==> src/hdl/ehtk_pkg.sv <==
`default_nettype none

package ehtk_pkg;

    // Table geometry
    localparam int KINDS  = 10;
    localparam int IDX_W  = (KINDS > 1) ? $clog2(KINDS) : 1;
    localparam int ID_W   = 4;
    localparam int NAV_W  = 32;
    localparam int CNT_W  = 32;
    localparam int TOT_W  = 36;
    localparam int DIST_W = 5;
    localparam int LIM_W  = 5;

    localparam logic [LIM_W-1:0] TOP_LIMIT_RST = LIM_W'(6);

    // Command queue between front and back
    localparam int QDEPTH = 4;
    localparam int QPTR_W = $clog2(QDEPTH);
    localparam int QCNT_W = $clog2(QDEPTH + 1);

    // Input action codes
    localparam logic [1:0] ACT_HIT    = 2'd0;
    localparam logic [1:0] ACT_FINISH = 2'd1;
    localparam logic [1:0] ACT_QUERY  = 2'd2;

    // Result record kinds
    localparam logic [1:0] REC_SUMMARY = 2'd0;
    localparam logic [1:0] REC_RANKED  = 2'd1;
    localparam logic [1:0] REC_QUERY   = 2'd2;

    typedef enum logic [1:0] {
        CMD_HIT,
        CMD_FINISH,
        CMD_QUERY
    } cmd_op_t;

    typedef struct packed {
        cmd_op_t          op;
        logic [ID_W-1:0]  id;
        logic [NAV_W-1:0] nav;
    } cmd_t;

    typedef struct packed {
        logic [1:0]        record_kind;
        logic [NAV_W-1:0]  out_nav;
        logic [DIST_W-1:0] distinct_kinds;
        logic [TOT_W-1:0]  total_hits;
        logic [ID_W-1:0]   kind_out;
        logic [CNT_W-1:0]  kind_count;
        logic              last;
    } rec_t;

    typedef enum logic [2:0] {
        ST_IDLE,
        ST_SUM,
        ST_SUMMARY,
        ST_SCAN,
        ST_EMIT
    } back_st_t;

endpackage

`default_nettype wire

==> src/hdl/ehtk_front.sv <==
`default_nettype none

module ehtk_front (
    input  wire logic                    s_valid,
    output logic                         s_ready,
    input  wire logic [1:0]              s_action,
    input  wire logic [ehtk_pkg::ID_W-1:0]  s_event_id,
    input  wire logic [ehtk_pkg::NAV_W-1:0] s_nav_id,
    input  wire logic                    q_full,
    output logic                         q_push,
    output ehtk_pkg::cmd_t               q_cmd
);
    import ehtk_pkg::*;

    logic id_in_range;
    logic useful;

    assign id_in_range = ({1'b0, s_event_id} < (ID_W + 1)'(KINDS));

    // Classify the request; drop unused actions and out-of-table hits here
    always_comb begin
        useful    = 1'b0;
        q_cmd.op  = CMD_HIT;
        q_cmd.id  = s_event_id;
        q_cmd.nav = s_nav_id;
        unique case (s_action)
            ACT_HIT: begin
                q_cmd.op = CMD_HIT;
                useful   = id_in_range;
            end
            ACT_FINISH: begin
                q_cmd.op = CMD_FINISH;
                useful   = 1'b1;
            end
            ACT_QUERY: begin
                q_cmd.op = CMD_QUERY;
                useful   = 1'b1;
            end
            default: begin
                useful = 1'b0;
            end
        endcase
    end

    assign s_ready = !q_full;
    assign q_push  = s_valid && !q_full && useful;

endmodule

`default_nettype wire

==> src/hdl/ehtk_queue.sv <==
`default_nettype none

module ehtk_queue (
    input  wire logic           aclk,
    input  wire logic           aresetn,
    input  wire logic           push,
    input  wire ehtk_pkg::cmd_t push_cmd,
    output logic                full,
    input  wire logic           pop,
    output logic                head_valid,
    output ehtk_pkg::cmd_t      head_cmd
);
    import ehtk_pkg::*;

    cmd_t              mem_reg [QDEPTH];
    logic [QPTR_W-1:0] wr_ptr_reg, wr_ptr_next;
    logic [QPTR_W-1:0] rd_ptr_reg, rd_ptr_next;
    logic [QCNT_W-1:0] count_reg, count_next;
    logic              do_push, do_pop;

    assign full       = (count_reg == QCNT_W'(QDEPTH));
    assign head_valid = (count_reg != '0);
    assign head_cmd   = mem_reg[rd_ptr_reg];
    assign do_push    = push && !full;
    assign do_pop     = pop && head_valid;

    // Pointer and fill count update
    always_comb begin
        wr_ptr_next = wr_ptr_reg;
        rd_ptr_next = rd_ptr_reg;
        count_next  = count_reg;
        if (do_push) begin
            wr_ptr_next = (wr_ptr_reg == QPTR_W'(QDEPTH - 1)) ? '0 : wr_ptr_reg + 1'b1;
        end
        if (do_pop) begin
            rd_ptr_next = (rd_ptr_reg == QPTR_W'(QDEPTH - 1)) ? '0 : rd_ptr_reg + 1'b1;
        end
        if (do_push && !do_pop) begin
            count_next = count_reg + 1'b1;
        end else if (!do_push && do_pop) begin
            count_next = count_reg - 1'b1;
        end
    end

    always_ff @(posedge aclk) begin
        if (!aresetn) begin
            wr_ptr_reg <= '0;
            rd_ptr_reg <= '0;
            count_reg  <= '0;
        end else begin
            wr_ptr_reg <= wr_ptr_next;
            rd_ptr_reg <= rd_ptr_next;
            count_reg  <= count_next;
        end
    end

    // Storage, no reset needed
    always_ff @(posedge aclk) begin
        if (do_push) begin
            mem_reg[wr_ptr_reg] <= push_cmd;
        end
    end

    // Fill count always matches pointer distance
    assert property (@(posedge aclk) disable iff (!aresetn)
        (count_reg != QCNT_W'(QDEPTH)) && (count_reg != '0)
        |-> (wr_ptr_reg != rd_ptr_reg))
        else $error("queue count disagrees with pointers");

endmodule

`default_nettype wire

==> src/hdl/ehtk_back.sv <==
`default_nettype none

module ehtk_back (
    input  wire logic                        aclk,
    input  wire logic                        aresetn,
    input  wire logic                        cfg_wr_en,
    input  wire logic [ehtk_pkg::LIM_W-1:0]  cfg_wr_data,
    input  wire logic                        cmd_valid,
    input  wire ehtk_pkg::cmd_t              cmd,
    output logic                             cmd_pop,
    output logic                             m_valid,
    input  wire logic                        m_ready,
    output ehtk_pkg::rec_t                   m_rec
);
    import ehtk_pkg::*;

    back_st_t          state_reg, state_next;
    logic [CNT_W-1:0]  live_reg [KINDS];
    logic [CNT_W-1:0]  live_next [KINDS];
    logic [CNT_W-1:0]  snap_reg [KINDS];
    logic [CNT_W-1:0]  snap_next [KINDS];
    logic [NAV_W-1:0]  nav_reg, nav_next;
    logic [TOT_W-1:0]  total_reg, total_next;
    logic [DIST_W-1:0] distinct_reg, distinct_next;
    logic [LIM_W-1:0]  top_limit_reg;
    logic [LIM_W-1:0]  limit_reg, limit_next;
    logic [LIM_W-1:0]  rank_reg, rank_next;
    logic [IDX_W-1:0]  idx_reg, idx_next;
    logic [KINDS-1:0]  taken_reg, taken_next;
    logic              best_valid_reg, best_valid_next;
    logic [IDX_W-1:0]  best_id_reg, best_id_next;
    logic [CNT_W-1:0]  best_cnt_reg, best_cnt_next;
    logic              out_valid_reg, out_valid_next;
    rec_t              out_reg, out_next;

    logic             out_free;
    logic             idx_last;
    logic [IDX_W-1:0] cmd_idx;
    logic             cmd_in_range;
    logic [CNT_W-1:0] scan_cnt;
    logic             cand;
    logic             rank_last;
    logic [LIM_W-1:0] lim_min;

    assign out_free     = !out_valid_reg || m_ready;
    assign idx_last     = (idx_reg == IDX_W'(KINDS - 1));
    assign cmd_idx      = cmd.id[IDX_W-1:0];
    assign cmd_in_range = ({1'b0, cmd.id} < (ID_W + 1)'(KINDS));
    assign scan_cnt     = snap_reg[idx_reg];
    assign cand         = !taken_reg[idx_reg] && (scan_cnt != '0)
                          && (!best_valid_reg || (scan_cnt > best_cnt_reg));
    assign rank_last    = (LIM_W'(rank_reg + 1'b1) == limit_reg);
    assign lim_min      = (LIM_W'(distinct_reg) < top_limit_reg)
                          ? LIM_W'(distinct_reg) : top_limit_reg;

    // Sequencer: hits, queries, and the finish sum/rank walk
    always_comb begin
        state_next      = state_reg;
        live_next       = live_reg;
        snap_next       = snap_reg;
        nav_next        = nav_reg;
        total_next      = total_reg;
        distinct_next   = distinct_reg;
        limit_next      = limit_reg;
        rank_next       = rank_reg;
        idx_next        = idx_reg;
        taken_next      = taken_reg;
        best_valid_next = best_valid_reg;
        best_id_next    = best_id_reg;
        best_cnt_next   = best_cnt_reg;
        out_valid_next  = out_free ? 1'b0 : out_valid_reg;
        out_next        = out_reg;
        cmd_pop         = 1'b0;

        unique case (state_reg)
            ST_IDLE: begin
                if (cmd_valid) begin
                    unique case (cmd.op)
                        CMD_HIT: begin
                            cmd_pop = 1'b1;
                            if (live_reg[cmd_idx] != '1) begin
                                live_next[cmd_idx] = live_reg[cmd_idx] + 1'b1;
                            end
                        end
                        CMD_FINISH: begin
                            cmd_pop       = 1'b1;
                            snap_next     = live_reg;
                            for (int i = 0; i < KINDS; i++) begin
                                live_next[i] = '0;
                            end
                            nav_next      = cmd.nav;
                            total_next    = '0;
                            distinct_next = '0;
                            idx_next      = '0;
                            state_next    = ST_SUM;
                        end
                        CMD_QUERY: begin
                            if (out_free) begin
                                cmd_pop                 = 1'b1;
                                out_valid_next          = 1'b1;
                                out_next                = '0;
                                out_next.record_kind    = REC_QUERY;
                                out_next.kind_out       = cmd.id;
                                out_next.kind_count     = cmd_in_range
                                                          ? snap_reg[cmd_idx] : '0;
                                out_next.last           = 1'b1;
                            end
                        end
                        default: begin
                            cmd_pop = 1'b1;
                        end
                    endcase
                end
            end

            // One snapshot entry per cycle into total and distinct
            ST_SUM: begin
                total_next = total_reg + TOT_W'(scan_cnt);
                if (scan_cnt != '0) begin
                    distinct_next = distinct_reg + 1'b1;
                end
                idx_next = idx_reg + 1'b1;
                if (idx_last) begin
                    idx_next   = '0;
                    state_next = ST_SUMMARY;
                end
            end

            ST_SUMMARY: begin
                if (total_reg == '0) begin
                    state_next = ST_IDLE;
                end else if (out_free) begin
                    out_valid_next          = 1'b1;
                    out_next                = '0;
                    out_next.record_kind    = REC_SUMMARY;
                    out_next.out_nav        = nav_reg;
                    out_next.distinct_kinds = distinct_reg;
                    out_next.total_hits     = total_reg;
                    out_next.last           = (lim_min == '0);
                    limit_next              = lim_min;
                    rank_next               = '0;
                    taken_next              = '0;
                    idx_next                = '0;
                    best_valid_next         = 1'b0;
                    state_next              = (lim_min == '0) ? ST_IDLE : ST_SCAN;
                end
            end

            // Linear search for the largest untaken count, lower id wins ties
            ST_SCAN: begin
                if (cand) begin
                    best_valid_next = 1'b1;
                    best_id_next    = idx_reg;
                    best_cnt_next   = scan_cnt;
                end
                idx_next = idx_reg + 1'b1;
                if (idx_last) begin
                    idx_next   = '0;
                    state_next = ST_EMIT;
                end
            end

            ST_EMIT: begin
                if (out_free) begin
                    out_valid_next            = 1'b1;
                    out_next                  = '0;
                    out_next.record_kind      = REC_RANKED;
                    out_next.kind_out         = ID_W'(best_id_reg);
                    out_next.kind_count       = best_cnt_reg;
                    out_next.last             = rank_last;
                    taken_next[best_id_reg]   = 1'b1;
                    rank_next                 = LIM_W'(rank_reg + 1'b1);
                    best_valid_next           = 1'b0;
                    idx_next                  = '0;
                    state_next                = rank_last ? ST_IDLE : ST_SCAN;
                end
            end

            default: begin
                state_next = ST_IDLE;
            end
        endcase
    end

    always_ff @(posedge aclk) begin
        if (!aresetn) begin
            state_reg      <= ST_IDLE;
            for (int i = 0; i < KINDS; i++) begin
                live_reg[i] <= '0;
                snap_reg[i] <= '0;
            end
            nav_reg        <= '0;
            total_reg      <= '0;
            distinct_reg   <= '0;
            top_limit_reg  <= TOP_LIMIT_RST;
            limit_reg      <= '0;
            rank_reg       <= '0;
            idx_reg        <= '0;
            taken_reg      <= '0;
            best_valid_reg <= 1'b0;
            out_valid_reg  <= 1'b0;
        end else begin
            state_reg      <= state_next;
            live_reg       <= live_next;
            snap_reg       <= snap_next;
            nav_reg        <= nav_next;
            total_reg      <= total_next;
            distinct_reg   <= distinct_next;
            limit_reg      <= limit_next;
            rank_reg       <= rank_next;
            idx_reg        <= idx_next;
            taken_reg      <= taken_next;
            best_valid_reg <= best_valid_next;
            out_valid_reg  <= out_valid_next;
            if (cfg_wr_en) begin
                top_limit_reg <= cfg_wr_data;
            end
        end
    end

    // Payload registers
    always_ff @(posedge aclk) begin
        best_id_reg  <= best_id_next;
        best_cnt_reg <= best_cnt_next;
        out_reg      <= out_next;
    end

    assign m_valid = out_valid_reg;
    assign m_rec   = out_reg;

    // A ranking pass always finds a candidate
    assert property (@(posedge aclk) disable iff (!aresetn)
        (state_reg == ST_EMIT) |-> best_valid_reg)
        else $error("emit without a ranked candidate");

    // Ranked entries never exceed the limit
    assert property (@(posedge aclk) disable iff (!aresetn)
        ((state_reg == ST_SCAN) || (state_reg == ST_EMIT)) |-> (rank_reg < limit_reg))
        else $error("rank count beyond limit");

    // A finish clears the live counters and starts the sum walk
    assert property (@(posedge aclk) disable iff (!aresetn)
        (state_reg == ST_IDLE) && cmd_valid && (cmd.op == CMD_FINISH)
        |=> (state_reg == ST_SUM) && (idx_reg == '0) && (live_reg[0] == '0))
        else $error("finish did not start summary walk");

endmodule

`default_nettype wire

==> src/hdl/event_histogram_top_k.sv <==
// Event histogram with top-k ranking. Requests enter through a front stage
// that drops unused actions and out-of-table hits, then wait in a four-entry
// command queue, so s_ready stays high while the queue has room even while a
// result waits on m_ready. The back end executes a hit without waiting and a
// query once its output register is free. A finish snapshots and clears the
// table, sums the snapshot one entry at a time, emits a summary record unless
// the total is zero, then emits limit ranked entries, each after a linear
// scan of the snapshot; limit is the smaller of top_limit and the number of
// nonzero kinds. During that walk hits keep queuing until the queue fills.
// top_limit is written through cfg_wr_en / cfg_wr_data; the user must write
// it only while the block is idle, which the block itself does not enforce.
`default_nettype none

module event_histogram_top_k (
    input  wire logic                          aclk,
    input  wire logic                          aresetn,
    input  wire logic                          cfg_wr_en,
    input  wire logic [ehtk_pkg::LIM_W-1:0]    cfg_wr_data,
    input  wire logic                          s_valid,
    output logic                               s_ready,
    input  wire logic [1:0]                    s_action,
    input  wire logic [ehtk_pkg::ID_W-1:0]     s_event_id,
    input  wire logic [ehtk_pkg::NAV_W-1:0]    s_nav_id,
    output logic                               m_valid,
    input  wire logic                          m_ready,
    output logic [1:0]                         m_record_kind,
    output logic [ehtk_pkg::NAV_W-1:0]         m_out_nav,
    output logic [ehtk_pkg::DIST_W-1:0]        m_distinct_kinds,
    output logic [ehtk_pkg::TOT_W-1:0]         m_total_hits,
    output logic [ehtk_pkg::ID_W-1:0]          m_kind_out,
    output logic [ehtk_pkg::CNT_W-1:0]         m_kind_count,
    output logic                               m_last
);
    import ehtk_pkg::*;

    logic q_full, q_push, q_pop, q_valid;
    cmd_t push_cmd, head_cmd;
    rec_t rec;

    ehtk_front u_front (
        .s_valid    (s_valid),
        .s_ready    (s_ready),
        .s_action   (s_action),
        .s_event_id (s_event_id),
        .s_nav_id   (s_nav_id),
        .q_full     (q_full),
        .q_push     (q_push),
        .q_cmd      (push_cmd)
    );

    ehtk_queue u_queue (
        .aclk       (aclk),
        .aresetn    (aresetn),
        .push       (q_push),
        .push_cmd   (push_cmd),
        .full       (q_full),
        .pop        (q_pop),
        .head_valid (q_valid),
        .head_cmd   (head_cmd)
    );

    ehtk_back u_back (
        .aclk        (aclk),
        .aresetn     (aresetn),
        .cfg_wr_en   (cfg_wr_en),
        .cfg_wr_data (cfg_wr_data),
        .cmd_valid   (q_valid),
        .cmd         (head_cmd),
        .cmd_pop     (q_pop),
        .m_valid     (m_valid),
        .m_ready     (m_ready),
        .m_rec       (rec)
    );

    assign m_record_kind    = rec.record_kind;
    assign m_out_nav        = rec.out_nav;
    assign m_distinct_kinds = rec.distinct_kinds;
    assign m_total_hits     = rec.total_hits;
    assign m_kind_out       = rec.kind_out;
    assign m_kind_count     = rec.kind_count;
    assign m_last           = rec.last;

endmodule

`default_nettype wire
==> config.mk <==
export PLATFORM = sky130hd
export DESIGN_NAME = event_histogram_top_k
export DESIGN_NICKNAME = d
export VERILOG_FILES = /design/src/hdl/ehtk_pkg.sv /design/src/hdl/ehtk_front.sv /design/src/hdl/ehtk_queue.sv /design/src/hdl/ehtk_back.sv /design/src/hdl/event_histogram_top_k.sv
export SDC_FILE = /design/constraint.sdc
export NUM_CORES = 2
export LEC_CHECK = 0
export ABC_AREA = 1
export BUFFER_PORTS_ARGS = -buffer_cell sky130_fd_sc_hd__buf_4
export CORE_UTILIZATION = 48
export DETAILED_ROUTE_END_ITERATION = 10
export REMOVE_ABC_BUFFERS = 1
export SLEW_MARGIN = 20
export SYNTH_ARGS = -nofsm -noshare
export SYNTH_HDL_FRONTEND = slang
export SYNTH_SLANG_ARGS = --single-unit
==> constraint.sdc <==
create_clock -name aclk -period 40.9 [get_ports aclk]
set_input_delay 6.135 -clock aclk [delete_from_list [all_inputs] [get_ports aclk]]
set_output_delay 6.135 -clock aclk [all_outputs]
set_load 0.02 [all_outputs]
==> summary.txt <==
Run status
  – Status: finished with violations
  – Failing checks: DRC

Global routing
  – GRT Total Usage: 0.359
  – Initial antenna violation count: 2
  – Grt total ovfl: 0
  – Largest net degree at the start of global routing: ~250
  – Vias in the first global route: around 45000
  – First-pass GRT wire length: 290000 um

Timing
  – Period utilisation layout: 0.200
  – Slew HR: 0.118
  – RSZ-0062 raised after global routing: no
  – Slew @ Worst Pin: 1320 ps
  – Setup TNS: 0 ps
  – Setup Viol. Count Final: 0
  – Fin. Hold Viols: 0
  – Fin worst setup slack: 32710 ps
  – Fmax: about 120 MHz
  – Fin crit period: 8190 ps
  – Pins Over Slew Limit: 0
  – Worst Skew: around 57 ps

Synth
  – EDFF count, synth: 300
  – Synthesized area: 51000 um2
  – Post-synth cell types: 53
  – Largest family of logic cells by synthesized area: simple AND/OR/NAND/NOR gates
  – Top cell type by total area after synthesis: dfxtp_1
  – Post-Synthesis Cells: 6817
  – Compound-cell area share of the yosys netlist: 0.193
  – FF+latch count, synth: 1056
  – Adder-cell share of the synthesized area: 0.0211
  – Async SR Flop Fraction: 0
  – Synth Flop Type: dfxtp_1
  – Post-synth top area share: 0.297
  – YS warnings: 0
  – Multiplexer share of the synthesized area: 0
  – XOR/XNOR Fraction of Synth Area: 0.00525
  – Top-count cell post-synth: nand2_1
  – Top post-synthesis cells by area: dfxtp_1 (30%), edfxtp_1 (18%), nand2_1 (13%), a21oi_1 (9.5%), o21ai_0 (6.2%)
  – Syn Area/Cell: ~7.5 um2
  – Synth top cells by count: nand2_1 (1766), a21oi_1 (973), dfxtp_1 (756)
  – Post-Synth Simple-Gate Area: 0.224
  – Post-synthesis sequential area ratio: 0.473

Power
  – PwrDens: just under 80 nW/um2
  – Cell-internal power: 2.35 mW
  – NetSw: 2.06 mW
  – Maximum VDD drop: about 0.072 mV
  – Combinational share of power: 0.449
  – LEAKAGE: 20.9 nW
  – Final total power: 4.42 mW
  – Sequential power share: 0.312
  – Clk pwr share: 0.239
  – Switching Share: 0.467

Setup path
  – Data arrival, critical path: a little under 9000 ps
  – Delay-heaviest family, CP: simple AND/OR/NAND/NOR gates
  – Type of origin of the critical path: register
  – Worst EP required: 41560 ps
  – Worst stage delay on the critical path: approximately 780 ps
  – CP max stage cell: nand3_4
  – Critical-path maximum fanout: 78
  – Crit Path Class: register to register
  – Worst setup EP type: register
  – CP cell instances: buf_4 > inv_2 > nand2_1 > nand3_2 > buf_4 > nand2_8 > nor2_4 > buf_4 > nand2_1 > buf_4 > inv_1 > buf_4 > nand2_1 > nand4_1 > ha_1 > nand4_1 > nor2_1 > nand3_1 > nor2_4 > nand3_4 > buf_4 > nand3_4 > nand2_1 > a21oi_1
  – Crit path buf inv count: 8
  – Most used cell along the critical path: buf_4

CTS
  – CTS Buf Count: approximately 120
  – CTS tree: done
  – Clock Tree Buf Depth: 3
  – H-Tree Depth: 3
  – Worst-path clk slew: 60 ps
  – Post-cts sizing count: 0
  – Root buffer cell: clkbuf_16
  – Postcts setup bufs: 0
  – CTS Sinks: 1056
  – Clock Latency Late Sink: about 760 ps
  – Hold buffer count at CTS: 0

Placement
  – Place WS: 32020 ps
  – DP Cell Count: 8012
  – Area of placed instances: 53100 um2
  – Detail Placement HPWL: 112000 um
  – I/O Buffers: between 150 and 200
  – RD Place Congestion: 0.935

Detailed routing
  – Final WL: 199000 um
  – DRC viols: 12
  – Drt pass-1 iters: 9
  – Via Count: 49026
  – Vias per inst: a little under 6
  – DRT iter0 DRCs: approximately 6600
  – WL/cell: 24.1 um
  – Routed Antenna Nets: 0

Hold path
  – Worst hold-check path type: register to register

Layout
  – Final cell area excluding filler cells: 57000 um2
  – Layout overhead on the synthesized area: 11.6%
  – Multi-input gate area: 22800 um2
  – Layout cells sized above 1: 0.0769
  – Filler cell count: 10148
  – FF/Latch Area: 24200 um2
  – Final Non-Filler Cells: between 8000 and 9000
  – Final nets: ~7000

Die
  – Starting Density: 0.484
  – Die width: 328 um
  – Row cnt: 119
  – CORE AREA: 105000 um2
  – Die Ht: about 330 um
  – # IOs: 162
  – DIE AREA: 108000 um2

Job
  – Max-cap check violation count: 0
## through the flow
stage / hold WS (ps) / util
6_report: 451 / 0.540
5_1_grt: 464 / 0.540
4_1_cts: 449 / 0.540
3_5_place_dp: 440 / 0.504
3_3_place_gp: 435 / 0.504
2_1_floorplan: 426 / -
## worst min-delay path, stage by stage, from the launching register on
cell,delay (ps)
dfxtp_1,290
inv_1,60
a21oi_1,50
## power groups by stage
stage | logic [mW] | registers (mW) | clock network, mW
after global placement | 1.90 | 1.40 | 0
after global routing | 2.09 | 1.40 | 1.10
final | 1.98 | 1.38 | 1.05
after detailed placement | 1.91 | 1.40 | 0
after floorplan | 1.01 | 1.52 | 0
after CTS | 1.92 | 1.38 | 1.06
## cell type report
type                    count  area share
multi-input cells        4681       0.401
clock buffers             167      0.0586
well taps                1391      0.0305
clock inverters            51     0.00874
inverters                 620      0.0410
repair buffers            264      0.0362
flip-flops and latches   1056       0.424
diodes                      2   0.0000878
## worst paths after layout
kind | cells after the start | from | end | slack, ps
setup / recovery | 24 | register | u_back.live_reg[210] | 32710
hold / removal | 2 | u_back.nav_reg[14] | u_back.nav_reg[14] | 450
setup reg to reg | 24 | register | u_back.live_reg[210] | 32710
hold reg to reg | 2 | u_back.nav_reg[14] | u_back.nav_reg[14] | 450
## placed cells by master, fill, tap and decap left out, drive strengths merged, types with 35 or more instances in the layout
cell type  count
nand2       1771
a21oi        973
dfxtp        756
o21ai        629
inv          610
nand3        368
nor2         362
edfxtp       300
buf          263
clkbuf       168
o22ai        117
nand4        109
ha            83
clkinv        56
nand3b        53
o2111ai       35
## layer usage
layer	up-vias	wire, um	track usage
met2	2708	87600	0.556
met1	23042	78400	0.475
met5	-	13	0
met4	2	11000	0.190
li1	22680	-	-
met3	594	21700	0.0675
## cells by family (layout without fill, tap and decap cells)
group	after synthesis	in the layout
and+or+nand+nor	2716	2716
buffers and inverters	1080	1102
xor gates and xnor gates	28	28
other	0	2
DFF	1056	1056
adders and majority gates	85	85
AOI/OAI and AO/OA	1852	1852
Note: power is estimated with default switching activity, not from simulation.
